`config.mk`:
```
export PLATFORM = sky130hd
export DESIGN_NAME = grid_lattice_path_counter_core
export DESIGN_NICKNAME = d
export VERILOG_FILES = /design/src/rtl/glpc_pkg.sv /design/src/rtl/glpc_ctrl.sv /design/src/rtl/glpc_dp.sv /design/src/rtl/grid_lattice_path_counter_core.sv
export VERILOG_INCLUDE_DIRS = /design/src /design/src/rtl
export SDC_FILE = /design/constraint.sdc
export NUM_CORES = 2
export LEC_CHECK = 0
export BUFFER_PORTS_ARGS = -buffer_cell sky130_fd_sc_hd__buf_2
export CORE_ASPECT_RATIO = 0.75
export CORE_UTILIZATION = 54
export CTS_CLUSTER_DIAMETER = 80
export DETAILED_ROUTE_END_ITERATION = 8
export PLACE_DENSITY_LB_ADDON = 0.2
export SLEW_MARGIN = 10
export SYNTH_ARGS = -nofsm -noshare
export SYNTH_HDL_FRONTEND = slang
export SYNTH_SLANG_ARGS = --single-unit
```
`constraint.sdc`:
```
create_clock -name clk -period 26.5 [get_ports clk]
set_input_delay 7.95 -clock clk [delete_from_list [all_inputs] [get_ports clk]]
set_output_delay 7.95 -clock clk [all_outputs]
set_load 0.005 [all_outputs]
```
`src/rtl/grid_lattice_path_counter_core_macros.svh`:
```
// assertion helpers for the grid path counter
`ifndef GRID_LATTICE_PATH_COUNTER_CORE_MACROS_SVH
`define GRID_LATTICE_PATH_COUNTER_CORE_MACROS_SVH

// same-cycle implication, sampled on clk, off during reset
`define GLPC_ASSERT_SAME(lbl, ante, cons, msg) \
  lbl: assert property (@(posedge clk) disable iff (!rst_n) (ante) |-> (cons)) else $error(msg);

// next-cycle implication, sampled on clk, off during reset
`define GLPC_ASSERT_NEXT(lbl, ante, cons, msg) \
  lbl: assert property (@(posedge clk) disable iff (!rst_n) (ante) |=> (cons)) else $error(msg);

`endif

```
`src/rtl/glpc_pkg.sv`:
```
`default_nettype none
package glpc_pkg;

  // grid and count sizes
  localparam int MAX_DIM     = 64;
  localparam int COUNT_WIDTH = 32;
  localparam int DIM_W       = 7;
  localparam int PATH_W      = 32;
  localparam int IDX_W       = $clog2(MAX_DIM);

  typedef logic [IDX_W-1:0]       idx_t;
  typedef logic [COUNT_WIDTH-1:0] cnt_t;

  // controller states
  typedef enum logic [1:0] {
    ST_IDLE,
    ST_RUN,
    ST_DRAIN,
    ST_OUT
  } state_t;

  // per-cycle command from controller to datapath
  typedef struct packed {
    logic start;
    logic valid;
    logic first_row;
    logic first_col;
    logic last;
    idx_t addr;
  } dp_cmd_t;

  // status from datapath to controller
  typedef struct packed {
    logic done;
  } dp_sts_t;

endpackage
`default_nettype wire

```
`src/rtl/glpc_ctrl.sv`:
```
`default_nettype none
module glpc_ctrl (
  input  wire logic                           clk,
  input  wire logic                           rst_n,
  input  wire logic                           in_valid,
  output logic                                in_stall,
  input  wire logic [glpc_pkg::DIM_W-1:0]     in_row_count,
  input  wire logic [glpc_pkg::DIM_W-1:0]     in_col_count,
  output logic                                out_valid,
  input  wire logic                           out_stall,
  output glpc_pkg::dp_cmd_t                   cmd,
  input  wire glpc_pkg::dp_sts_t              sts
);

  glpc_pkg::state_t st_r, st_nxt;
  glpc_pkg::idx_t   row_r, row_nxt;
  glpc_pkg::idx_t   col_r, col_nxt;
  glpc_pkg::idx_t   rows_m1_r, rows_m1_nxt;
  glpc_pkg::idx_t   cols_m1_r, cols_m1_nxt;
  logic             in_acc;
  logic             last_cell;
  logic             row_end;

  // size to last index, zero taken as one, oversize saturated
  function automatic glpc_pkg::idx_t clamp_m1(input logic [glpc_pkg::DIM_W-1:0] v);
    glpc_pkg::idx_t r;
    if (v == '0) begin
      r = '0;
    end else if (v > glpc_pkg::DIM_W'(glpc_pkg::MAX_DIM)) begin
      r = glpc_pkg::IDX_W'(glpc_pkg::MAX_DIM - 1);
    end else begin
      r = glpc_pkg::IDX_W'(v - 1'b1);
    end
    return r;
  endfunction

  assign row_end   = (col_r == cols_m1_r);
  assign last_cell = row_end && (row_r == rows_m1_r);
  assign in_acc    = in_valid && !in_stall;

  // next state
  always_comb begin
    st_nxt = st_r;
    case (st_r)
      glpc_pkg::ST_IDLE: begin
        if (in_acc) st_nxt = glpc_pkg::ST_RUN;
      end
      glpc_pkg::ST_RUN: begin
        if (last_cell) st_nxt = glpc_pkg::ST_DRAIN;
      end
      glpc_pkg::ST_DRAIN: begin
        if (sts.done) st_nxt = glpc_pkg::ST_OUT;
      end
      glpc_pkg::ST_OUT: begin
        if (in_acc) begin
          st_nxt = glpc_pkg::ST_RUN;
        end else if (!out_stall) begin
          st_nxt = glpc_pkg::ST_IDLE;
        end
      end
      default: st_nxt = glpc_pkg::ST_IDLE;
    endcase
  end

  // outputs
  always_comb begin
    in_stall      = 1'b1;
    out_valid     = 1'b0;
    cmd           = '0;
    cmd.addr      = col_r;
    cmd.first_row = (row_r == '0);
    cmd.first_col = (col_r == '0);
    cmd.last      = last_cell;
    case (st_r)
      glpc_pkg::ST_IDLE: begin
        in_stall = 1'b0;
      end
      glpc_pkg::ST_RUN: begin
        cmd.valid = 1'b1;
      end
      glpc_pkg::ST_DRAIN: begin
        in_stall = 1'b1;
      end
      glpc_pkg::ST_OUT: begin
        out_valid = 1'b1;
        in_stall  = out_stall;
      end
      default: begin
        in_stall = 1'b1;
      end
    endcase
    cmd.start = in_valid && !in_stall;
  end

  // cell position walk
  always_comb begin
    row_nxt     = row_r;
    col_nxt     = col_r;
    rows_m1_nxt = rows_m1_r;
    cols_m1_nxt = cols_m1_r;
    if (in_acc) begin
      rows_m1_nxt = clamp_m1(in_row_count);
      cols_m1_nxt = clamp_m1(in_col_count);
      row_nxt     = '0;
      col_nxt     = '0;
    end else if (st_r == glpc_pkg::ST_RUN) begin
      if (row_end) begin
        col_nxt = '0;
        row_nxt = row_r + 1'b1;
      end else begin
        col_nxt = col_r + 1'b1;
      end
    end
  end

  always_ff @(posedge clk) begin
    if (!rst_n) begin
      st_r      <= glpc_pkg::ST_IDLE;
      row_r     <= '0;
      col_r     <= '0;
      rows_m1_r <= '0;
      cols_m1_r <= '0;
    end else begin
      st_r      <= st_nxt;
      row_r     <= row_nxt;
      col_r     <= col_nxt;
      rows_m1_r <= rows_m1_nxt;
      cols_m1_r <= cols_m1_nxt;
    end
  end

endmodule
`default_nettype wire

```
`src/rtl/glpc_dp.sv`:
```
`default_nettype none
module glpc_dp (
  input  wire logic              clk,
  input  wire logic              rst_n,
  input  wire logic              cfg_wr_en,
  input  wire logic              cfg_wr_data,
  input  wire glpc_pkg::dp_cmd_t cmd,
  output glpc_pkg::dp_sts_t      sts,
  output glpc_pkg::cnt_t         res_count,
  output logic                   res_overflow
);

  // per-column line store
  glpc_pkg::cnt_t col_mem [glpc_pkg::MAX_DIM];

  logic           mode_r;
  glpc_pkg::cnt_t rdata_r;
  logic           byp_r;
  glpc_pkg::cnt_t byp_data_r;
  logic           v_b_r;
  logic           fr_b_r;
  logic           fc_b_r;
  logic           last_b_r;
  glpc_pkg::idx_t addr_b_r;
  glpc_pkg::cnt_t left_r, left_nxt;
  logic           ovf_r, ovf_nxt;
  glpc_pkg::cnt_t res_count_r;
  logic           res_ovf_r;

  glpc_pkg::cnt_t                   up;
  glpc_pkg::cnt_t                   up0;
  glpc_pkg::cnt_t                   left0;
  glpc_pkg::cnt_t                   cell_cnt;
  glpc_pkg::cnt_t                   col_wr;
  logic [glpc_pkg::COUNT_WIDTH:0]   sum_cell;
  logic [glpc_pkg::COUNT_WIDTH:0]   sum_col;
  logic [glpc_pkg::COUNT_WIDTH:0]   sum_row;
  logic                             carry;

  // value above, taken from the write in flight when it targets the same column
  assign up    = byp_r ? byp_data_r : rdata_r;
  assign up0   = (mode_r && fr_b_r) ? '0 : up;
  assign left0 = (mode_r && fc_b_r) ? '0 : left_r;

  // cell update
  always_comb begin
    sum_cell = {1'b0, up0} + {1'b0, left0};
    if (fr_b_r && (fc_b_r || !mode_r)) begin
      cell_cnt = glpc_pkg::COUNT_WIDTH'(1);
    end else if (fc_b_r && !mode_r) begin
      cell_cnt = glpc_pkg::COUNT_WIDTH'(1);
    end else begin
      cell_cnt = sum_cell[glpc_pkg::COUNT_WIDTH-1:0];
    end
    sum_col = {1'b0, up0} + {1'b0, cell_cnt};
    sum_row = {1'b0, left0} + {1'b0, cell_cnt};
    if (!mode_r) begin
      carry    = !(fr_b_r || fc_b_r) && sum_cell[glpc_pkg::COUNT_WIDTH];
      col_wr   = cell_cnt;
      left_nxt = cell_cnt;
    end else begin
      carry    = (!(fr_b_r && fc_b_r) && sum_cell[glpc_pkg::COUNT_WIDTH])
                 || sum_col[glpc_pkg::COUNT_WIDTH] || sum_row[glpc_pkg::COUNT_WIDTH];
      col_wr   = sum_col[glpc_pkg::COUNT_WIDTH-1:0];
      left_nxt = sum_row[glpc_pkg::COUNT_WIDTH-1:0];
    end
    ovf_nxt = ovf_r || carry;
  end

  // line store read and write
  always_ff @(posedge clk) begin
    if (cmd.valid) begin
      rdata_r <= col_mem[cmd.addr];
    end
    if (v_b_r) begin
      col_mem[addr_b_r] <= col_wr;
    end
  end

  // bypass for a read of the column being written
  always_ff @(posedge clk) begin
    if (!rst_n) begin
      byp_r <= 1'b0;
    end else begin
      byp_r <= cmd.valid && v_b_r && (addr_b_r == cmd.addr);
    end
    byp_data_r <= col_wr;
  end

  // second stage of the cell pipeline
  always_ff @(posedge clk) begin
    if (!rst_n) begin
      v_b_r  <= 1'b0;
      mode_r <= 1'b0;
      ovf_r  <= 1'b0;
    end else begin
      v_b_r <= cmd.valid;
      if (cfg_wr_en) begin
        mode_r <= cfg_wr_data;
      end
      if (cmd.start) begin
        ovf_r <= 1'b0;
      end else if (v_b_r) begin
        ovf_r <= ovf_nxt;
      end
    end
    fr_b_r   <= cmd.first_row;
    fc_b_r   <= cmd.first_col;
    last_b_r <= cmd.last;
    addr_b_r <= cmd.addr;
    if (v_b_r) begin
      left_r <= left_nxt;
    end
  end

  // result register, loaded by the last cell
  always_ff @(posedge clk) begin
    if (v_b_r && last_b_r) begin
      res_count_r <= cell_cnt;
      res_ovf_r   <= ovf_nxt;
    end
  end

  assign sts.done     = v_b_r && last_b_r;
  assign res_count    = res_count_r;
  assign res_overflow = res_ovf_r;

endmodule
`default_nettype wire

```
`src/rtl/grid_lattice_path_counter_core.sv`:
```
// Counts monotone paths from the top-left to the bottom-right cell of a grid.
// Input beat: in_row_count and in_col_count (0 taken as 1, above 64 saturated
// to 64), taken when in_valid is high and in_stall is low.
// Result beat: out_path_count (count modulo 2^32) and out_overflow (some sum
// of this beat carried out), taken when out_valid is high and out_stall low.
// cfg_wr_en/cfg_wr_data write step_mode: 0 = single-cell moves, 1 = moves of
// any length; write it only while no beat is in flight.
// One grid cell is computed per cycle by a two-stage loop over a 64-entry
// column store; the result shows once the last cell has loaded the result
// register and the controller has left its drain state.
// One beat is worked at a time: a new input is taken in the cycle its
// predecessor's result is taken.
// While the receiver stalls, the result holds and in_stall stays high.
// Synchronous reset clears the controller and sets step_mode to 0; the
// column store needs no clearing since each beat writes a column before
// reading it.
`default_nettype none
`include "grid_lattice_path_counter_core_macros.svh"
module grid_lattice_path_counter_core (
  input  wire logic                          clk,
  input  wire logic                          rst_n,
  input  wire logic                          cfg_wr_en,
  input  wire logic                          cfg_wr_data,
  input  wire logic                          in_valid,
  output logic                               in_stall,
  input  wire logic [glpc_pkg::DIM_W-1:0]    in_row_count,
  input  wire logic [glpc_pkg::DIM_W-1:0]    in_col_count,
  output logic                               out_valid,
  input  wire logic                          out_stall,
  output logic [glpc_pkg::PATH_W-1:0]        out_path_count,
  output logic                               out_overflow
);

  glpc_pkg::dp_cmd_t cmd;
  glpc_pkg::dp_sts_t sts;
  glpc_pkg::cnt_t    res_count;
  logic              res_overflow;

  // sequencing
  glpc_ctrl u_ctrl (
    .clk          (clk),
    .rst_n        (rst_n),
    .in_valid     (in_valid),
    .in_stall     (in_stall),
    .in_row_count (in_row_count),
    .in_col_count (in_col_count),
    .out_valid    (out_valid),
    .out_stall    (out_stall),
    .cmd          (cmd),
    .sts          (sts)
  );

  // cell arithmetic and column store
  glpc_dp u_dp (
    .clk          (clk),
    .rst_n        (rst_n),
    .cfg_wr_en    (cfg_wr_en),
    .cfg_wr_data  (cfg_wr_data),
    .cmd          (cmd),
    .sts          (sts),
    .res_count    (res_count),
    .res_overflow (res_overflow)
  );

  assign out_path_count = glpc_pkg::PATH_W'(res_count);
  assign out_overflow   = res_overflow;

  // checks
  `GLPC_ASSERT_NEXT(a_acc_clears_out, in_valid && !in_stall, !out_valid, "result shown right after input beat")
  `GLPC_ASSERT_NEXT(a_done_shows_out, sts.done, out_valid, "finished item not presented")
  `GLPC_ASSERT_SAME(a_no_cmd_while_out, out_valid, !cmd.valid, "cell issued while result pending")

endmodule
`default_nettype wire
```
==> results.md <==
* Status: finished clean
* Met2 Track Usage GR at 0.397
* Die area at 169000 um^2
* Global-route wire length before repair at 323000 um
* Pwr Density at 81.9 nW/um^2
* CTS tree: built
* F_max at 61.1 MHz
* Detailed Route Iter0 Violations at 6255
* Post-Syn Area per Cell at 20.4 um^2
* Yosys reg bits at 2216
* Grt ovf at 0
* Arrival time at the worst endpoint at 8.40 ns
* Area grow syn2layout at 11.6%
* Worst Max-Slew Pin Slew at 1.13 ns
* Core ar. at 165000 um^2
* Initial antenna violation count at 20
* Post-cts sizing count at 0
* Yosys warns at 0
* Iteration count of the initial detailed-routing pass at 7
* Setup Fix Bufs, Post-CTS at 0
* Vias per Instance at 6.52
* Met1 Track Usage GR at 0.413
* CTS root buf: clkbuf_16
* Io pins at 55
* Critical path type: input port to primary output
* Post-Syn Nets at 4540
* Layout cells sized above 1 at 0.265
* Largest net degree at the start of global routing at 142
* Sequential area share after synthesis at 0.731
* Reg2Reg Setup Slack at 18.52 ns
* Final Cycle Share at 0.617
* Via count at 45600
* CP max-delay cell: buf_2
* Crit end category: primary output
* Fillers at 11600
* CP delay by family, top: buffers and inverters
* Inserted Clock Buffers at 202
* Total power at 8230 uW
* Yosys cell types at 86
* CP max stage delay at 0.14 ns
* GRT Max-Usage Layer: met1
* Final setup fails at 0
* Post-Syn Instances at 4421
* RSZ-0062 raised after global routing: no
* Worst hold path type: register to register
* Final Skew at 0.0373 ns
* Die H at 356 um
* Most common cell after layout, fill and taps aside: edfxtp_1
* Post-synth EDFFs at 2145
* CTS Hold Bufs at 0
* Post-synth ARST share at 0
* Final slew viol count at 0
* Worst EP required at 18.55 ns
* Worst setup SP type: input port
* Grt met3 use at 0.0762
* Max-Cap Viols at 0
* Critical Path Most Common Cell: buf_2
* Wire length per cell at 32.5 um
* Final nets at 4708
* Total wire length at 227000 um
* CP max FO at 4
* Initial core utilization at 0.545
* Main flop type after synthesis: edfxtp_1
* Rows at 129
* Synthesized cell area at 90100 um^2
* Depth of the CTS H-tree at 4
* Worst-path clk slew at 0.06 ns
* CP Buf/Inv Count at 2
* Vias in the first global route at 44300
* Relative slew slack at 0.245
* GPL Wtd Cong at 0.881
* Most frequent cells in the layout: edfxtp_1 (2145), mux4_2 (621), clkbuf_16 (206), buf_4 (131), nor2_1 (120)
* Die width at 474 um
* Port Buf Inserts at 54
* Detailed Place HPWL at 128000 um
* Minimum clock period at 16.35 ns
* Worst-path cell chain: buf_2, nand2_1, o21ai_0, buf_2
* Detail Route Antenna Nets at 0
* GRT Total Usage at 0.273
* Sequential cell area at 65900 um^2
* CTS Buffer Depth at 3
* Final hold viol count at 0
* Residual DRC at 0
* Leakage at 0.0320 uW
* CTS Sinks at 2216
* Area of the multi-input gates at 23900 um^2
* Final TNS setup at 0 ns
* Worst-Skew Late Latency at 0.84 ns
* VDD IR-drop max at 0.0679 mV
[kinds of logic after synthesis]
group           Yosys count  share of synthesized area
compound gates          467                     0.0364
xor+xnor                128                     0.0125
fa+ha+maj               100                     0.0139
buf+inv                 263                     0.0112
flops                  2216                      0.731
mux                     729                      0.168
simple gates            518                     0.0278
[through the flow]
step / utilization / std cells / hold slack (ns) / setup slack (ns) / cell area, um^2
floorplan: - / 4421 / 0.329 / 10.42 / 90100
global route: 0.608 / 6985 / 0.516 / 10.08 / 101000
CTS: 0.608 / 6984 / 0.506 / 10.14 / 101000
global placement: 0.569 / 6612 / 0.496 / 10.12 / 94000
detailed placement: 0.569 / 6612 / 0.492 / 10.14 / 94000
finish: 0.608 / 6991 / 0.503 / 10.15 / 101000
[cell usage after synthesis (all sizes together) (22+ instances only)]
| cell | n | area, um^2 |
|---|---|---|
| xnor2 | 81 | 717 |
| clkbuf | 123 | 462 |
| xor2 | 47 | 412 |
| o21ai | 84 | 428 |
| nor2b | 22 | 138 |
| edfxtp | 2145 | 64400 |
| mux4 | 621 | 14000 |
| nand2b | 25 | 156 |
| buf | 101 | 400 |
| o22ai | 25 | 156 |
| mux2i | 88 | 881 |
| a21oi | 106 | 534 |
| dfxtp | 71 | 1420 |
| nand3 | 27 | 140 |
| ha | 99 | 1240 |
| a21o | 93 | 698 |
| inv | 39 | 146 |
| nor2 | 182 | 693 |
| nand2 | 106 | 398 |
| and3 | 25 | 156 |
| and2 | 58 | 363 |
[worst paths after layout]
path	startpoint	endpoint	depth (start not counted)
worst max-delay path	out_stall	in_stall	4
worst min-delay path	u_ctrl.cols_m1_r[5]$_SDFFE_PN0P_	u_ctrl.cols_m1_r[5]$_SDFFE_PN0P_	1
worst max register to register	u_dp.byp_r$_SDFF_PN0_	u_dp.col_mem[9][26]$_DFFE_PP_	29
worst min register to register	u_ctrl.cols_m1_r[5]$_SDFFE_PN0P_	u_ctrl.cols_m1_r[5]$_SDFFE_PN0P_	1
[final cells by class]
cell class | count | area share
Antenna cell | 7 | 0.000174
Clock buffer | 264 | 0.0543
Clock inverter | 108 | 0.0106
Inverter | 39 | 0.00146
Multi-Input combinational cell | 1942 | 0.238
Sequential cell | 2216 | 0.655
Tap cell | 2227 | 0.0277
Timing Repair Buffer | 188 | 0.0131
[flip-flops by register name, indices dropped and copies added (netlist names), 2 cells and up]
name	flops
u_ctrl.st_r	2
u_dp.addr_b_r	6
u_dp.rdata_r	32
u_ctrl.row_r	6
u_dp.byp_data_r	32
u_dp.left_r	32
u_ctrl.col_r	6
u_dp.res_count	32
u_ctrl.rows_m1_r	6
u_ctrl.cols_m1_r	6
u_dp.col_mem	2048
[layer usage]
layer  up-vias  wire length (um)
met5         -                41
met4         6              5260
met3       289             27300
met2      2465            101000
met1     24100             94000
li1      18800                 -
[worst register-to-register path, delay by kind of cell (launching register included)]
family                     cells  cell delay (ns)
AOI/OAI and AO/OA             16             3.16
xor gates and xnor gates       2             0.43
adders and majority gates      2             0.59
buffers and inverters          1             0.67
DFF                            1             1.02
muxes                          1             0.21
and+or+nand+nor                7             1.52
[power breakdown]
part	internal, uW	switching (uW)	leakage, uW
combinational	516	799	0.00851
sequential	4000	33.0	0.0204
clock	1600	1280	0.00318
Note: power is estimated with default switching activity, not from simulation.
